$ cat src/sv/tmre_pkg.sv
`timescale 1ns / 1ps

package tmre_pkg;

  // Field and register widths.
  localparam int PIX_BITS      = 12;
  localparam int KIND_BITS     = 3;
  localparam int BTN_BITS      = 4;
  localparam int PAD_BITS      = 8;
  localparam int SIZE_BITS     = 7;
  localparam int CODE_BITS     = 7;
  localparam int DEC_BITS      = 14;
  localparam int CFG_IDX_BITS  = 3;
  localparam int CFG_DATA_BITS = 8;

  // The cell divider retires one quotient bit per step.
  localparam int DIV_STEPS     = PIX_BITS;
  localparam int DIV_CNT_BITS  = $clog2(DIV_STEPS);

  // Event kinds.
  localparam logic [KIND_BITS-1:0] KIND_LEFT_PRESS   = 3'd0;
  localparam logic [KIND_BITS-1:0] KIND_LEFT_RELEASE = 3'd1;
  localparam logic [KIND_BITS-1:0] KIND_OTHER_BUTTON = 3'd2;
  localparam logic [KIND_BITS-1:0] KIND_MOTION       = 3'd3;
  localparam logic [KIND_BITS-1:0] KIND_WHEEL        = 3'd4;

  // Configuration register indexes.
  localparam logic [CFG_IDX_BITS-1:0] CFG_TRACKING    = 3'd0;
  localparam logic [CFG_IDX_BITS-1:0] CFG_SGR_FORMAT  = 3'd1;
  localparam logic [CFG_IDX_BITS-1:0] CFG_PAD_LEFT    = 3'd2;
  localparam logic [CFG_IDX_BITS-1:0] CFG_PAD_TOP     = 3'd3;
  localparam logic [CFG_IDX_BITS-1:0] CFG_CELL_WIDTH  = 3'd4;
  localparam logic [CFG_IDX_BITS-1:0] CFG_CELL_HEIGHT = 3'd5;

  // Tracking levels.
  localparam logic [1:0] TRK_OFF    = 2'd0;
  localparam logic [1:0] TRK_NORMAL = 2'd1;
  localparam logic [1:0] TRK_BUTTON = 2'd2;
  localparam logic [1:0] TRK_ANY    = 2'd3;

  // Register reset values.
  localparam logic [SIZE_BITS-1:0] CELL_WIDTH_RST  = 7'd9;
  localparam logic [SIZE_BITS-1:0] CELL_HEIGHT_RST = 7'd18;

  // Report codes.
  localparam logic [CODE_BITS-1:0] CODE_LEFT        = 7'd0;
  localparam logic [CODE_BITS-1:0] CODE_MOTION_BASE = 7'd32;
  localparam logic [CODE_BITS-1:0] CODE_MOTION_NONE = 7'd35;
  localparam logic [CODE_BITS-1:0] CODE_WHEEL_UP    = 7'd64;
  localparam logic [CODE_BITS-1:0] CODE_WHEEL_DOWN  = 7'd65;
  localparam logic [7:0]           CODE_LEGACY_REL  = 8'd3;
  localparam logic [7:0]           LEGACY_OFFSET    = 8'd32;
  localparam logic [DEC_BITS-1:0]  SGR_MAX          = 14'd9999;

  // Characters of the escape sequence.
  localparam logic [7:0] CH_ESC     = 8'h1B;
  localparam logic [7:0] CH_BRACKET = 8'h5B;
  localparam logic [7:0] CH_LT      = 8'h3C;
  localparam logic [7:0] CH_UPPER_M = 8'h4D;
  localparam logic [7:0] CH_LOWER_M = 8'h6D;
  localparam logic [7:0] CH_SEMI    = 8'h3B;
  localparam logic [7:0] CH_ZERO    = 8'h30;

  // Which decimal number the SGR emitter is working on.
  typedef enum logic [1:0] {
    NUM_CODE = 2'd0,
    NUM_X    = 2'd1,
    NUM_Y    = 2'd2
  } num_sel_t;

  // Source of the next output byte.
  typedef enum logic [3:0] {
    B_ESC     = 4'd0,
    B_BRACKET = 4'd1,
    B_LT      = 4'd2,
    B_UPPER_M = 4'd3,
    B_SEMI    = 4'd4,
    B_FINAL   = 4'd5,
    B_DIGIT   = 4'd6,
    B_LCODE   = 4'd7,
    B_LX      = 4'd8,
    B_LY      = 4'd9
  } byte_sel_t;

  // Commands from the controller to the datapath.
  typedef struct packed {
    logic       capture;
    logic       div_step;
    logic       commit;
    logic       num_load;
    num_sel_t   num_sel;
    logic       digit_step;
    logic [1:0] digit_pos;
    logic       out_load;
    byte_sel_t  byte_sel;
    logic       out_last;
  } ctl_cmd_t;

  // Status from the datapath to the controller.
  typedef struct packed {
    logic report_en;
    logic sgr;
    logic digit_zero;
    logic out_free;
  } dp_status_t;

  typedef struct packed {
    logic [3:0]          digit;
    logic [DEC_BITS-1:0] sub;
  } dec_digit_t;

  // Weight of a decimal digit position, thousands first.
  function automatic logic [DEC_BITS-1:0] pow10(logic [1:0] pos);
    logic [DEC_BITS-1:0] p;
    unique case (pos)
      2'd0:    p = 14'd1000;
      2'd1:    p = 14'd100;
      2'd2:    p = 14'd10;
      default: p = 14'd1;
    endcase
    return p;
  endfunction

  // One decimal digit of v at a position, and the amount to take off v.
  function automatic dec_digit_t dec_digit(logic [DEC_BITS-1:0] v, logic [1:0] pos);
    dec_digit_t          res;
    logic [DEC_BITS-1:0] p;
    logic [17:0]         m;
    p         = pow10(pos);
    res.digit = '0;
    res.sub   = '0;
    for (int k = 1; k <= 9; k++) begin
      m = 18'(k) * 18'(p);
      if (18'(v) >= m) begin
        res.digit = 4'(k);
        res.sub   = m[DEC_BITS-1:0];
      end
    end
    return res;
  endfunction

endpackage

$ cat src/sv/tmre_channels.sv
`timescale 1ns / 1ps

// Pointer event channel.
interface tmre_event_if;
  logic                             valid;
  logic                             ready;
  logic [tmre_pkg::KIND_BITS-1:0]   kind;
  logic [tmre_pkg::PIX_BITS-1:0]    pixel_x;
  logic [tmre_pkg::PIX_BITS-1:0]    pixel_y;
  logic [tmre_pkg::BTN_BITS-1:0]    button;
  logic                             pressed;
  logic                             wheel_up;

  modport source (output valid, kind, pixel_x, pixel_y, button, pressed, wheel_up,
                  input ready);
  modport sink   (input valid, kind, pixel_x, pixel_y, button, pressed, wheel_up,
                  output ready);
endinterface

// Report byte channel.
interface tmre_report_if;
  logic       valid;
  logic       ready;
  logic [7:0] report_byte;
  logic       last_byte;

  modport source (output valid, report_byte, last_byte, input ready);
  modport sink   (input valid, report_byte, last_byte, output ready);
endinterface

$ cat src/sv/terminal_mouse_report_encoder.sv
`timescale 1ns / 1ps

// Terminal mouse report encoder.
// Pointer events arrive on the ev channel (valid/ready); each accepted transaction
// may produce one escape-sequence report, sent one byte per transaction on the rpt
// channel, with last_byte set on the final byte. Registers are written through
// cfg_we/cfg_index/cfg_data; the user must write them only while the block is idle,
// as the block itself does not enforce it. After an event is accepted, the 12-step
// cell divider (one quotient bit per cycle for both axes) runs, then a commit state
// updates the pointer state. A legacy report then sends 6 bytes; an SGR report sends
// 9 to 16 bytes, and each suppressed leading zero takes a digit step with no byte. No
// new event is accepted before the final byte of a report is loaded; the output
// register then lets the next event be accepted while the final byte waits.
// When the receiver stalls, the byte in the output register holds and the sequence
// pauses. Reset (rst, synchronous) restores the register defaults, clears the last
// cell and the held button and drops any report under way.
module terminal_mouse_report_encoder #(
  parameter int COORD_BITS   = 12,
  parameter int LEGACY_CLAMP = 223
) (
  input  logic                                clk,
  input  logic                                rst,
  input  logic                                cfg_we,
  input  logic [tmre_pkg::CFG_IDX_BITS-1:0]   cfg_index,
  input  logic [tmre_pkg::CFG_DATA_BITS-1:0]  cfg_data,
  tmre_event_if.sink                          ev,
  tmre_report_if.source                       rpt
);
  import tmre_pkg::*;

  ctl_cmd_t   cmd;
  dp_status_t status;

  tmre_ctrl u_ctrl (
    .clk      (clk),
    .rst      (rst),
    .in_valid (ev.valid),
    .in_ready (ev.ready),
    .status   (status),
    .cmd      (cmd)
  );

  tmre_datapath #(
    .COORD_BITS   (COORD_BITS),
    .LEGACY_CLAMP (LEGACY_CLAMP)
  ) u_datapath (
    .clk       (clk),
    .rst       (rst),
    .cfg_we    (cfg_we),
    .cfg_index (cfg_index),
    .cfg_data  (cfg_data),
    .kind      (ev.kind),
    .pixel_x   (ev.pixel_x),
    .pixel_y   (ev.pixel_y),
    .button    (ev.button),
    .pressed   (ev.pressed),
    .wheel_up  (ev.wheel_up),
    .cmd       (cmd),
    .status    (status),
    .out_ready (rpt.ready),
    .out_valid (rpt.valid),
    .out_byte  (rpt.report_byte),
    .out_last  (rpt.last_byte)
  );

endmodule

$ cat src/sv/tmre_ctrl.sv
`timescale 1ns / 1ps

module tmre_ctrl (
  input  logic                 clk,
  input  logic                 rst,
  input  logic                 in_valid,
  output logic                 in_ready,
  input  tmre_pkg::dp_status_t status,
  output tmre_pkg::ctl_cmd_t   cmd
);
  import tmre_pkg::*;

  typedef enum logic [11:0] {
    ST_IDLE   = 12'b0000_0000_0001,
    ST_DIVIDE = 12'b0000_0000_0010,
    ST_COMMIT = 12'b0000_0000_0100,
    ST_ESC    = 12'b0000_0000_1000,
    ST_BRKT   = 12'b0000_0001_0000,
    ST_LEAD   = 12'b0000_0010_0000,
    ST_S_NUM  = 12'b0000_0100_0000,
    ST_S_SEP  = 12'b0000_1000_0000,
    ST_S_END  = 12'b0001_0000_0000,
    ST_L_CODE = 12'b0010_0000_0000,
    ST_L_X    = 12'b0100_0000_0000,
    ST_L_Y    = 12'b1000_0000_0000
  } state_t;

  state_t                  state, state_next;
  logic [DIV_CNT_BITS-1:0] div_cnt, div_cnt_next;
  logic [1:0]              pos, pos_next;
  num_sel_t                num_idx, num_idx_next;
  logic                    started, started_next;
  logic                    emit_digit;

  localparam logic [DIV_CNT_BITS-1:0] DIV_LAST = DIV_CNT_BITS'(DIV_STEPS - 1);
  localparam logic [1:0]              POS_UNITS = 2'd3;

  assign in_ready = (state == ST_IDLE);

  // A digit goes out unless it is a leading zero; the units digit always goes out.
  assign emit_digit = !status.digit_zero || started || (pos == POS_UNITS);

  // Next state and commands.
  always_comb begin
    state_next     = state;
    div_cnt_next   = div_cnt;
    pos_next       = pos;
    num_idx_next   = num_idx;
    started_next   = started;
    cmd            = '0;
    cmd.num_sel    = num_idx;
    cmd.digit_pos  = pos;
    cmd.byte_sel   = B_ESC;
    unique case (state)
      ST_IDLE: begin
        if (in_valid) begin
          cmd.capture  = 1'b1;
          div_cnt_next = '0;
          state_next   = ST_DIVIDE;
        end
      end
      ST_DIVIDE: begin
        cmd.div_step = 1'b1;
        div_cnt_next = div_cnt + 1'b1;
        if (div_cnt == DIV_LAST) begin
          state_next = ST_COMMIT;
        end
      end
      ST_COMMIT: begin
        cmd.commit = 1'b1;
        state_next = status.report_en ? ST_ESC : ST_IDLE;
      end
      ST_ESC: begin
        if (status.out_free) begin
          cmd.out_load = 1'b1;
          cmd.byte_sel = B_ESC;
          state_next   = ST_BRKT;
        end
      end
      ST_BRKT: begin
        if (status.out_free) begin
          cmd.out_load = 1'b1;
          cmd.byte_sel = B_BRACKET;
          state_next   = ST_LEAD;
        end
      end
      ST_LEAD: begin
        if (status.out_free) begin
          cmd.out_load = 1'b1;
          if (status.sgr) begin
            cmd.byte_sel = B_LT;
            cmd.num_load = 1'b1;
            cmd.num_sel  = NUM_CODE;
            num_idx_next = NUM_CODE;
            pos_next     = '0;
            started_next = 1'b0;
            state_next   = ST_S_NUM;
          end else begin
            cmd.byte_sel = B_UPPER_M;
            state_next   = ST_L_CODE;
          end
        end
      end
      ST_S_NUM: begin
        if (!emit_digit || status.out_free) begin
          cmd.out_load   = emit_digit;
          cmd.byte_sel   = B_DIGIT;
          cmd.digit_step = 1'b1;
          started_next   = started | emit_digit;
          pos_next       = pos + 1'b1;
          if (pos == POS_UNITS) begin
            state_next = (num_idx == NUM_Y) ? ST_S_END : ST_S_SEP;
          end
        end
      end
      ST_S_SEP: begin
        if (status.out_free) begin
          cmd.out_load = 1'b1;
          cmd.byte_sel = B_SEMI;
          cmd.num_load = 1'b1;
          unique case (num_idx)
            NUM_CODE: num_idx_next = NUM_X;
            default:  num_idx_next = NUM_Y;
          endcase
          cmd.num_sel  = num_idx_next;
          pos_next     = '0;
          started_next = 1'b0;
          state_next   = ST_S_NUM;
        end
      end
      ST_S_END: begin
        if (status.out_free) begin
          cmd.out_load = 1'b1;
          cmd.byte_sel = B_FINAL;
          cmd.out_last = 1'b1;
          state_next   = ST_IDLE;
        end
      end
      ST_L_CODE: begin
        if (status.out_free) begin
          cmd.out_load = 1'b1;
          cmd.byte_sel = B_LCODE;
          state_next   = ST_L_X;
        end
      end
      ST_L_X: begin
        if (status.out_free) begin
          cmd.out_load = 1'b1;
          cmd.byte_sel = B_LX;
          state_next   = ST_L_Y;
        end
      end
      ST_L_Y: begin
        if (status.out_free) begin
          cmd.out_load = 1'b1;
          cmd.byte_sel = B_LY;
          cmd.out_last = 1'b1;
          state_next   = ST_IDLE;
        end
      end
      default: begin
        state_next = ST_IDLE;
      end
    endcase
  end

  // Controller registers.
  always_ff @(posedge clk) begin
    if (rst) begin
      state   <= ST_IDLE;
      div_cnt <= '0;
      pos     <= '0;
      num_idx <= NUM_CODE;
      started <= 1'b0;
    end else begin
      state   <= state_next;
      div_cnt <= div_cnt_next;
      pos     <= pos_next;
      num_idx <= num_idx_next;
      started <= started_next;
    end
  end

endmodule

$ cat src/sv/tmre_datapath.sv
`timescale 1ns / 1ps

module tmre_datapath #(
  parameter int COORD_BITS   = 12,
  parameter int LEGACY_CLAMP = 223
) (
  input  logic                                 clk,
  input  logic                                 rst,
  input  logic                                 cfg_we,
  input  logic [tmre_pkg::CFG_IDX_BITS-1:0]    cfg_index,
  input  logic [tmre_pkg::CFG_DATA_BITS-1:0]   cfg_data,
  input  logic [tmre_pkg::KIND_BITS-1:0]       kind,
  input  logic [tmre_pkg::PIX_BITS-1:0]        pixel_x,
  input  logic [tmre_pkg::PIX_BITS-1:0]        pixel_y,
  input  logic [tmre_pkg::BTN_BITS-1:0]        button,
  input  logic                                 pressed,
  input  logic                                 wheel_up,
  input  tmre_pkg::ctl_cmd_t                   cmd,
  output tmre_pkg::dp_status_t                 status,
  input  logic                                 out_ready,
  output logic                                 out_valid,
  output logic [7:0]                           out_byte,
  output logic                                 out_last
);
  import tmre_pkg::*;

  localparam int             WIDE_BITS = 17;
  localparam logic [WIDE_BITS-1:0] MAX_CELL =
      WIDE_BITS'((32'd1 << COORD_BITS) - 32'd1);
  localparam logic [WIDE_BITS-1:0] CLAMP_W = WIDE_BITS'(LEGACY_CLAMP);

  // Configuration registers.
  logic [1:0]           trk;
  logic                 sgr;
  logic [PAD_BITS-1:0]  pad_left, pad_top;
  logic [SIZE_BITS-1:0] cell_width, cell_height;

  // Captured event.
  logic [KIND_BITS-1:0] kind_q;
  logic [BTN_BITS-1:0]  btn_q;
  logic                 pressed_q;
  logic                 wheel_q;

  // Two restoring dividers, one per axis.
  logic [PIX_BITS-1:0]  qx, qy;
  logic [SIZE_BITS-1:0] rx, ry, dx, dy;

  // Pointer state.
  logic [COORD_BITS-1:0] last_column, last_row_cell;
  logic                  held_valid;
  logic [BTN_BITS-1:0]   held_number;

  // Report under way.
  logic [CODE_BITS-1:0] code_q;
  logic                 press_q;
  logic [DEC_BITS-1:0]  sgr_x, sgr_y;
  logic [7:0]           leg_code, leg_x, leg_y;
  logic [DEC_BITS-1:0]  num_work;

  // Commit-time signals.
  logic [COORD_BITS-1:0] col_new, row_new, rep_col, rep_row;
  logic [WIDE_BITS-1:0]  qx_w, qy_w, x_w, y_w;
  logic                  rep_en, rep_press, upd_cell, held_valid_next;
  logic [BTN_BITS-1:0]   held_number_next;
  logic [CODE_BITS-1:0]  rep_code;
  logic                  trk_on;
  dec_digit_t            dec;
  logic [7:0]            byte_next;

  // Offsets into the cell grid; a position inside the padding gives zero.
  logic [PIX_BITS-1:0] off_x, off_y;
  assign off_x = (pixel_x >= PIX_BITS'(pad_left)) ? pixel_x - PIX_BITS'(pad_left) : '0;
  assign off_y = (pixel_y >= PIX_BITS'(pad_top))  ? pixel_y - PIX_BITS'(pad_top)  : '0;

  function automatic logic [SIZE_BITS+PIX_BITS-1:0] div_bit(
      logic [SIZE_BITS-1:0] r, logic [PIX_BITS-1:0] q, logic [SIZE_BITS-1:0] d);
    logic [SIZE_BITS:0]   r2;
    logic                 ge;
    logic [SIZE_BITS-1:0] r_new;
    r2    = {r, q[PIX_BITS-1]};
    ge    = (r2 >= {1'b0, d});
    r_new = ge ? SIZE_BITS'(r2 - {1'b0, d}) : r2[SIZE_BITS-1:0];
    return {r_new, q[PIX_BITS-2:0], ge};
  endfunction

  // Configuration writes.
  always_ff @(posedge clk) begin
    if (rst) begin
      trk         <= TRK_OFF;
      sgr         <= 1'b0;
      pad_left    <= '0;
      pad_top     <= '0;
      cell_width  <= CELL_WIDTH_RST;
      cell_height <= CELL_HEIGHT_RST;
    end else if (cfg_we) begin
      unique case (cfg_index)
        CFG_TRACKING:    trk         <= cfg_data[1:0];
        CFG_SGR_FORMAT:  sgr         <= cfg_data[0];
        CFG_PAD_LEFT:    pad_left    <= cfg_data[PAD_BITS-1:0];
        CFG_PAD_TOP:     pad_top     <= cfg_data[PAD_BITS-1:0];
        CFG_CELL_WIDTH:  cell_width  <= cfg_data[SIZE_BITS-1:0];
        CFG_CELL_HEIGHT: cell_height <= cfg_data[SIZE_BITS-1:0];
        default: ;
      endcase
    end
  end

  // Event capture and division.
  always_ff @(posedge clk) begin
    if (cmd.capture) begin
      kind_q    <= kind;
      btn_q     <= button;
      pressed_q <= pressed;
      wheel_q   <= wheel_up;
      qx        <= off_x;
      qy        <= off_y;
      rx        <= '0;
      ry        <= '0;
      dx        <= (cell_width  == '0) ? SIZE_BITS'(1) : cell_width;
      dy        <= (cell_height == '0) ? SIZE_BITS'(1) : cell_height;
    end else if (cmd.div_step) begin
      {rx, qx} <= div_bit(rx, qx, dx);
      {ry, qy} <= div_bit(ry, qy, dy);
    end
  end

  // Cells saturate at the coordinate width.
  assign qx_w    = WIDE_BITS'(qx);
  assign qy_w    = WIDE_BITS'(qy);
  assign col_new = (qx_w > MAX_CELL) ? MAX_CELL[COORD_BITS-1:0] : qx_w[COORD_BITS-1:0];
  assign row_new = (qy_w > MAX_CELL) ? MAX_CELL[COORD_BITS-1:0] : qy_w[COORD_BITS-1:0];
  assign trk_on  = (trk != TRK_OFF);

  // Event decode: what to report and how the pointer state changes.
  always_comb begin
    rep_en           = 1'b0;
    rep_code         = CODE_LEFT;
    rep_press        = 1'b1;
    rep_col          = last_column;
    rep_row          = last_row_cell;
    upd_cell         = 1'b0;
    held_valid_next  = held_valid;
    held_number_next = held_number;
    unique case (kind_q)
      KIND_LEFT_PRESS: begin
        upd_cell         = 1'b1;
        held_valid_next  = 1'b1;
        held_number_next = '0;
        rep_col          = col_new;
        rep_row          = row_new;
        rep_en           = trk_on;
      end
      KIND_LEFT_RELEASE: begin
        held_valid_next  = 1'b0;
        held_number_next = '0;
        rep_press        = 1'b0;
        rep_en           = trk_on;
      end
      KIND_OTHER_BUTTON: begin
        upd_cell = 1'b1;
        rep_col  = col_new;
        rep_row  = row_new;
        rep_code = CODE_BITS'(btn_q);
        rep_press = pressed_q;
        if (trk_on) begin
          held_valid_next  = pressed_q;
          held_number_next = pressed_q ? btn_q : '0;
          rep_en           = 1'b1;
        end
      end
      KIND_MOTION: begin
        upd_cell = 1'b1;
        rep_col  = col_new;
        rep_row  = row_new;
        rep_code = held_valid ? CODE_MOTION_BASE + CODE_BITS'(held_number)
                              : CODE_MOTION_NONE;
        rep_en   = (trk == TRK_ANY) || ((trk == TRK_BUTTON) && held_valid);
      end
      KIND_WHEEL: begin
        rep_code = wheel_q ? CODE_WHEEL_UP : CODE_WHEEL_DOWN;
        rep_en   = trk_on;
      end
      default: begin
        rep_en = 1'b0;
      end
    endcase
  end

  // One-based coordinates for both report forms.
  assign x_w = WIDE_BITS'(rep_col) + WIDE_BITS'(1);
  assign y_w = WIDE_BITS'(rep_row) + WIDE_BITS'(1);

  // Commit the pointer state and latch the report.
  always_ff @(posedge clk) begin
    if (rst) begin
      last_column   <= '0;
      last_row_cell <= '0;
      held_valid    <= 1'b0;
      held_number   <= '0;
    end else if (cmd.commit) begin
      if (upd_cell) begin
        last_column   <= col_new;
        last_row_cell <= row_new;
      end
      held_valid  <= held_valid_next;
      held_number <= held_number_next;
    end
  end

  always_ff @(posedge clk) begin
    if (cmd.commit) begin
      code_q   <= rep_code;
      press_q  <= rep_press;
      sgr_x    <= (x_w > WIDE_BITS'(SGR_MAX)) ? SGR_MAX : x_w[DEC_BITS-1:0];
      sgr_y    <= (y_w > WIDE_BITS'(SGR_MAX)) ? SGR_MAX : y_w[DEC_BITS-1:0];
      leg_code <= LEGACY_OFFSET + (rep_press ? 8'(rep_code) : CODE_LEGACY_REL);
      leg_x    <= LEGACY_OFFSET + ((x_w > CLAMP_W) ? CLAMP_W[7:0] : x_w[7:0]);
      leg_y    <= LEGACY_OFFSET + ((y_w > CLAMP_W) ? CLAMP_W[7:0] : y_w[7:0]);
    end
  end

  // Decimal conversion, one digit per step.
  assign dec = dec_digit(num_work, cmd.digit_pos);

  always_ff @(posedge clk) begin
    if (cmd.num_load) begin
      unique case (cmd.num_sel)
        NUM_CODE: num_work <= DEC_BITS'(code_q);
        NUM_X:    num_work <= sgr_x;
        default:  num_work <= sgr_y;
      endcase
    end else if (cmd.digit_step) begin
      num_work <= num_work - dec.sub;
    end
  end

  // Output byte selection.
  always_comb begin
    unique case (cmd.byte_sel)
      B_ESC:     byte_next = CH_ESC;
      B_BRACKET: byte_next = CH_BRACKET;
      B_LT:      byte_next = CH_LT;
      B_UPPER_M: byte_next = CH_UPPER_M;
      B_SEMI:    byte_next = CH_SEMI;
      B_FINAL:   byte_next = press_q ? CH_UPPER_M : CH_LOWER_M;
      B_DIGIT:   byte_next = CH_ZERO + 8'(dec.digit);
      B_LCODE:   byte_next = leg_code;
      B_LX:      byte_next = leg_x;
      B_LY:      byte_next = leg_y;
      default:   byte_next = CH_ESC;
    endcase
  end

  // Output register.
  always_ff @(posedge clk) begin
    if (rst) begin
      out_valid <= 1'b0;
    end else if (cmd.out_load) begin
      out_valid <= 1'b1;
    end else if (out_ready) begin
      out_valid <= 1'b0;
    end
  end

  always_ff @(posedge clk) begin
    if (cmd.out_load) begin
      out_byte <= byte_next;
      out_last <= cmd.out_last;
    end
  end

  assign status.report_en  = rep_en;
  assign status.sgr        = sgr;
  assign status.digit_zero = (dec.digit == '0);
  assign status.out_free   = !out_valid || out_ready;

endmodule

$ cat src/flat_wrapper.sv
// flat-port wrapper written by rule: the top's interface ports become plain ports
module terminal_mouse_report_encoder_flat import tmre_pkg::*;
#(
  parameter int COORD_BITS   = 12,
  parameter int LEGACY_CLAMP = 223
)
  (clk, rst, cfg_we, cfg_index, cfg_data, ev_valid, ev_kind, ev_pixel_x, ev_pixel_y, ev_button, ev_pressed, ev_wheel_up, ev_ready, rpt_valid, rpt_report_byte, rpt_last_byte, rpt_ready);
  tmre_event_if ev_i ();
  tmre_report_if rpt_i ();
  input  logic clk;
  input  logic rst;
  input  logic cfg_we;
  input  logic [tmre_pkg::CFG_IDX_BITS-1:0] cfg_index;
  input  logic [tmre_pkg::CFG_DATA_BITS-1:0] cfg_data;
  input wire logic [$bits(ev_i.valid)-1:0] ev_valid;
  input wire logic [$bits(ev_i.kind)-1:0] ev_kind;
  input wire logic [$bits(ev_i.pixel_x)-1:0] ev_pixel_x;
  input wire logic [$bits(ev_i.pixel_y)-1:0] ev_pixel_y;
  input wire logic [$bits(ev_i.button)-1:0] ev_button;
  input wire logic [$bits(ev_i.pressed)-1:0] ev_pressed;
  input wire logic [$bits(ev_i.wheel_up)-1:0] ev_wheel_up;
  output wire logic [$bits(ev_i.ready)-1:0] ev_ready;
  output wire logic [$bits(rpt_i.valid)-1:0] rpt_valid;
  output wire logic [$bits(rpt_i.report_byte)-1:0] rpt_report_byte;
  output wire logic [$bits(rpt_i.last_byte)-1:0] rpt_last_byte;
  input wire logic [$bits(rpt_i.ready)-1:0] rpt_ready;
  assign ev_i.valid = ev_valid;
  assign ev_i.kind = ev_kind;
  assign ev_i.pixel_x = ev_pixel_x;
  assign ev_i.pixel_y = ev_pixel_y;
  assign ev_i.button = ev_button;
  assign ev_i.pressed = ev_pressed;
  assign ev_i.wheel_up = ev_wheel_up;
  assign ev_ready = ev_i.ready;
  assign rpt_valid = rpt_i.valid;
  assign rpt_report_byte = rpt_i.report_byte;
  assign rpt_last_byte = rpt_i.last_byte;
  assign rpt_i.ready = rpt_ready;
  terminal_mouse_report_encoder #(.COORD_BITS(COORD_BITS), .LEGACY_CLAMP(LEGACY_CLAMP)) u_core (.clk(clk), .rst(rst), .cfg_we(cfg_we), .cfg_index(cfg_index), .cfg_data(cfg_data), .ev(ev_i), .rpt(rpt_i));
endmodule
$ cat config.mk
export PLATFORM = sky130hd
export DESIGN_NAME = terminal_mouse_report_encoder_flat
export DESIGN_NICKNAME = d
export VERILOG_FILES = /design/src/sv/tmre_pkg.sv /design/src/sv/tmre_channels.sv /design/src/sv/terminal_mouse_report_encoder.sv /design/src/sv/tmre_ctrl.sv /design/src/sv/tmre_datapath.sv /design/src/flat_wrapper.sv
export SDC_FILE = /design/constraint.sdc
export NUM_CORES = 1
export LEC_CHECK = 0
export BUFFER_PORTS_ARGS = -buffer_cell sky130_fd_sc_hd__buf_2
export CAP_MARGIN = 10
export CORE_ASPECT_RATIO = 1.4
export CORE_MARGIN = 2
export CORE_UTILIZATION = 45
export DETAILED_ROUTE_END_ITERATION = 8
export PLACE_DENSITY_LB_ADDON = 0.3
export SLEW_MARGIN = 20
export SYNTH_ARGS = -nofsm -noshare
export SYNTH_HDL_FRONTEND = slang
export SYNTH_SLANG_ARGS = --single-unit
export TNS_END_PERCENT = 5
$ cat constraint.sdc
create_clock -name clk -period 10 [get_ports clk]
set_input_delay 2 -clock clk [delete_from_list [all_inputs] [get_ports clk]]
set_output_delay 2 -clock clk [all_outputs]
set_load 0.02 [all_outputs]
==> metrics.md <==
| Metric | Value |
|---|---|
| Status | finished, final reports clean |
| FMAX | 142 MHz |
| Measured slew at the worst slew-check pin | 1.09 ns |
| Power Dens Cells | 132 nW/um^2 |
| Worst R2R End | u_core.u_datapath.num_work[12]$_DFFE_PP_ |
| Wirelength, routed | 40400 um |
| Post-route antenna net violation count | 0 |
| FF+latch count, synth | 224 |
| Dpl hpwl | 31200 um |
| Leakage | 6.25 nW |
| Slew HR | 0.269 |
| First-pass GRT wire length | 65000 um |
| Final nets | 1862 |
| Period minus WS final | 7.04 ns |
| Layout Utilization | 0.496 |
| CTS Sinks | 224 |
| Setup TNS | 0 ns |
| Mean Syn Cell Area | 8.93 sq um |
| Post-Syn Area | 15000 sq um |
| Longest Clk Path Bufs | 3 |
| Commonest cells after routing, fill and taps aside | nand2_1, a21oi_1, edfxtp_1 |
| Hold Buf Count CTS | 0 |
| Routed vias | 12.5k |
| Post-synth ARST share | 0 |
| Drt first pass iters | 6 |
| Clock latency on the worst-skew pair | 0.54 ns |
| Syn-to-layout area delta | 9.16% |
| Post-route DRC | 0 |
| Clock buffer count from CTS | 23 |
| Clock transition at path regs | 0.07 ns |
| Flop-to-flop setup slack | 2.96 ns |
| Worst-path fanout max | 27 |
| IO Pins | 60 |
| Max_cap viols | 0 |
| VDD IR max | 0.000144 V |
| Fillers | 3178 |
| CTS H-tree depth | 1 |
| Commonest non-fill, non-tap cell in the layout | nand2_1 |
| Worst hold path class | flip-flop to flip-flop |
| Total global routing overflow | 0 |
| Hold Path Depth | 2 |
| DR WL/cell | 18.8 um |
| EDFF count, synth | 126 |
| Kind of start point of the critical path | flip-flop |
| Yosys top cell area share | 0.252 |
| Post-CTS setup buffers | 0 |
| Yosys Warn Count | 0 |
| Via/cell ratio | 5.81 |
| Crit path required time | 10.25 ns |
| R2r startpoint | u_core.u_ctrl.pos[1]$_SDFFE_PP0P_ |
| GRT Overall Usage | 0.235 |
| Final period utilization | 0.704 |
| Synth Net Count | 1851 |
| Die Y | 220 um |
| Largest cells by area after synthesis | edfxtp_1, dfxtp_1, ha_1, nand2_1, a21oi_1 |
| Antenna fix cells | 0 |
| GPL Wtd Cong | 0.947 |
| Largest net degree at the start of global routing | 86 |
| RSZ-0062 raised after global routing | no |
| Post-Synthesis Cells | 1679 |
| PortBufs | 59 |
| Worst clock skew | 0.0253 ns |
| Initial antenna violation count | 0 |
| Hold Fails Final Rpt | 0 |
| Slew Viols, Final | 0 |
| WS Path Type | flip-flop to flip-flop |
| Hold endpoint | u_core.u_datapath.pad_left[2]$_SDFFE_PP0P_ |
| Worst path arrival time | 7.29 ns |
| Hold_sp | u_core.u_datapath.pad_left[2]$_SDFFE_PP0P_ |
| TritonCTS clock tree | built |
| CP endpoint kind | flip-flop |
| Reg2Reg Depth | 21 |
| Sequential fraction of the synthesis area | 0.383 |
| Post-synth cell types | 90 |
| Root buf cell | clkbuf_16 |
| Vias in the first global route | 12.4k |
| Area leader, netlist | edfxtp_1 |
| Placeable Area | 33000 sq um |
| DRT iter0 DRCs | 912 |
| Die X | 158 um |
| Post-CTS resize count | 0 |
| Die area | 34800 sq um |
| Starting Density | 0.454 |
| Most used flip-flop cell after synthesis | edfxtp_1 |
| Row Count | 79 |
| Share of layout cells above drive strength 1 | 0.0943 |
| # setup viols final | 0 |
## cell type report
type	instances	area [sq um]	share of cell area
Sequential cell	224	5750	0.351
Inverter	77	289	0.0177
Clock buffer	29	661	0.0403
Timing Repair Buffer	70	378	0.0231
Clock inverter	13	120	0.00734
Tap cell	445	557	0.0340
Multi-Input combinational cell	1294	8620	0.527
## stage by stage
stage / setup slack (ns) / power, mW / area, sq um / hold slack [ns] / instances
global placement: 3.23 / 1.31 / 15600 / 0.439 / 2110
detailed placement: 3.01 / 1.31 / 15600 / 0.444 / 2110
CTS: 3.00 / 2.19 / 16400 / 0.452 / 2152
floorplan: 4.54 / 1.24 / 15000 / 0.432 / 1679
global route: 2.57 / 2.26 / 16400 / 0.470 / 2152
finish: 2.96 / 2.17 / 16400 / 0.453 / 2152
## Yosys cell counts (all sizes together), types with 14 or more instances
cell    number
a31oi       19
mux2        14
edfxtp     126
buf         21
nor2b       27
mux2i       39
dfxtp       98
nand3       64
nand4       23
clkbuf      63
inv         75
and2        17
xor2        31
xnor2       42
o21ai      112
nor2        99
a21o        23
a21oi      143
nand2b      27
and3        23
ha         117
nand2      221
nor3        32
## per-layer routing
metal	track usage	vias up	wire, um
li1	-	6158	-
met4	0.101	0	1820
met2	0.453	317	21700
met3	0.0224	104	1350
met1	0.258	5924	15500
met5	0	-	0
## kinds of logic (layout without fill, tap and decap cells)
| family | after synthesis | count (layout) | synth area share |
|---|---|---|---|
| simple gates | 602 | 602 | 0.198 |
| xor+xnor | 73 | 73 | 0.0426 |
| buf+inv | 161 | 189 | 0.0429 |
| compound gates | 442 | 442 | 0.190 |
| mux | 54 | 54 | 0.0380 |
| flops | 224 | 224 | 0.383 |
| fa+ha+maj | 123 | 123 | 0.106 |
## power breakdown
| group | switching (mW) | leakage (nW) | total (mW) | internal (mW) |
|---|---|---|---|---|
| clock | 0.372 | 0.388 | 0.875 | 0.503 |
| combinational | 0.148 | 3.92 | 0.241 | 0.0932 |
| sequential | 0.0322 | 1.94 | 1.05 | 1.02 |
| total | 0.553 | 6.25 | 2.17 | 1.62 |
## flip-flops by register name, summed over array words and instances (netlist names), 12 cells and up
| signal | count |
|---|---|
| u_core.u_datapath.num_work | 14 |
| u_core.u_datapath.sgr_y | 13 |
| u_core.u_datapath.last_column | 12 |
| u_core.u_datapath.last_row_cell | 12 |
| u_core.u_datapath.sgr_x | 13 |
| u_core.u_datapath.qx | 12 |
| u_core.u_datapath.qy | 12 |
| u_core.u_ctrl.state | 12 |
## how the worst max path moves through the flow
stage                                                          end                              start
after detailed placement  u_core.u_datapath.num_work[12]$_DFFE_PP_  u_core.u_ctrl.pos[1]$_SDFFE_PP0P_
after global routing      u_core.u_datapath.num_work[12]$_DFFE_PP_  u_core.u_ctrl.pos[1]$_SDFFE_PP0P_
after floorplan           u_core.u_datapath.num_work[12]$_DFFE_PP_  u_core.u_ctrl.pos[1]$_SDFFE_PP0P_
after CTS                 u_core.u_datapath.num_work[12]$_DFFE_PP_  u_core.u_ctrl.pos[1]$_SDFFE_PP0P_
after global placement    u_core.u_datapath.num_work[12]$_DFFE_PP_  u_core.u_ctrl.pos[1]$_SDFFE_PP0P_
final                     u_core.u_datapath.num_work[12]$_DFFE_PP_  u_core.u_ctrl.pos[1]$_SDFFE_PP0P_
## critical path, cell delays in order, from the launching register on
cell and delay (ns):
dfxtp_1 0.75, inv_1 0.31, ha_1 0.26, buf_4 0.23
inv_1 0.32, ha_1 0.37, a211o_1 0.33, a2111oi_2 0.34
nand3_1 0.61, o311ai_2 0.79, nand3_1 0.23, a21o_1 0.25
fa_1 0.45, nor2b_1 0.14, o21ai_0 0.12, a21oi_1 0.19
o21ai_0 0.15, a21oi_1 0.25, a31oi_1 0.15, o21ai_0 0.23
xnor2_1 0.14, mux2i_1 0.08
Note: power is estimated with default switching activity, not from simulation.
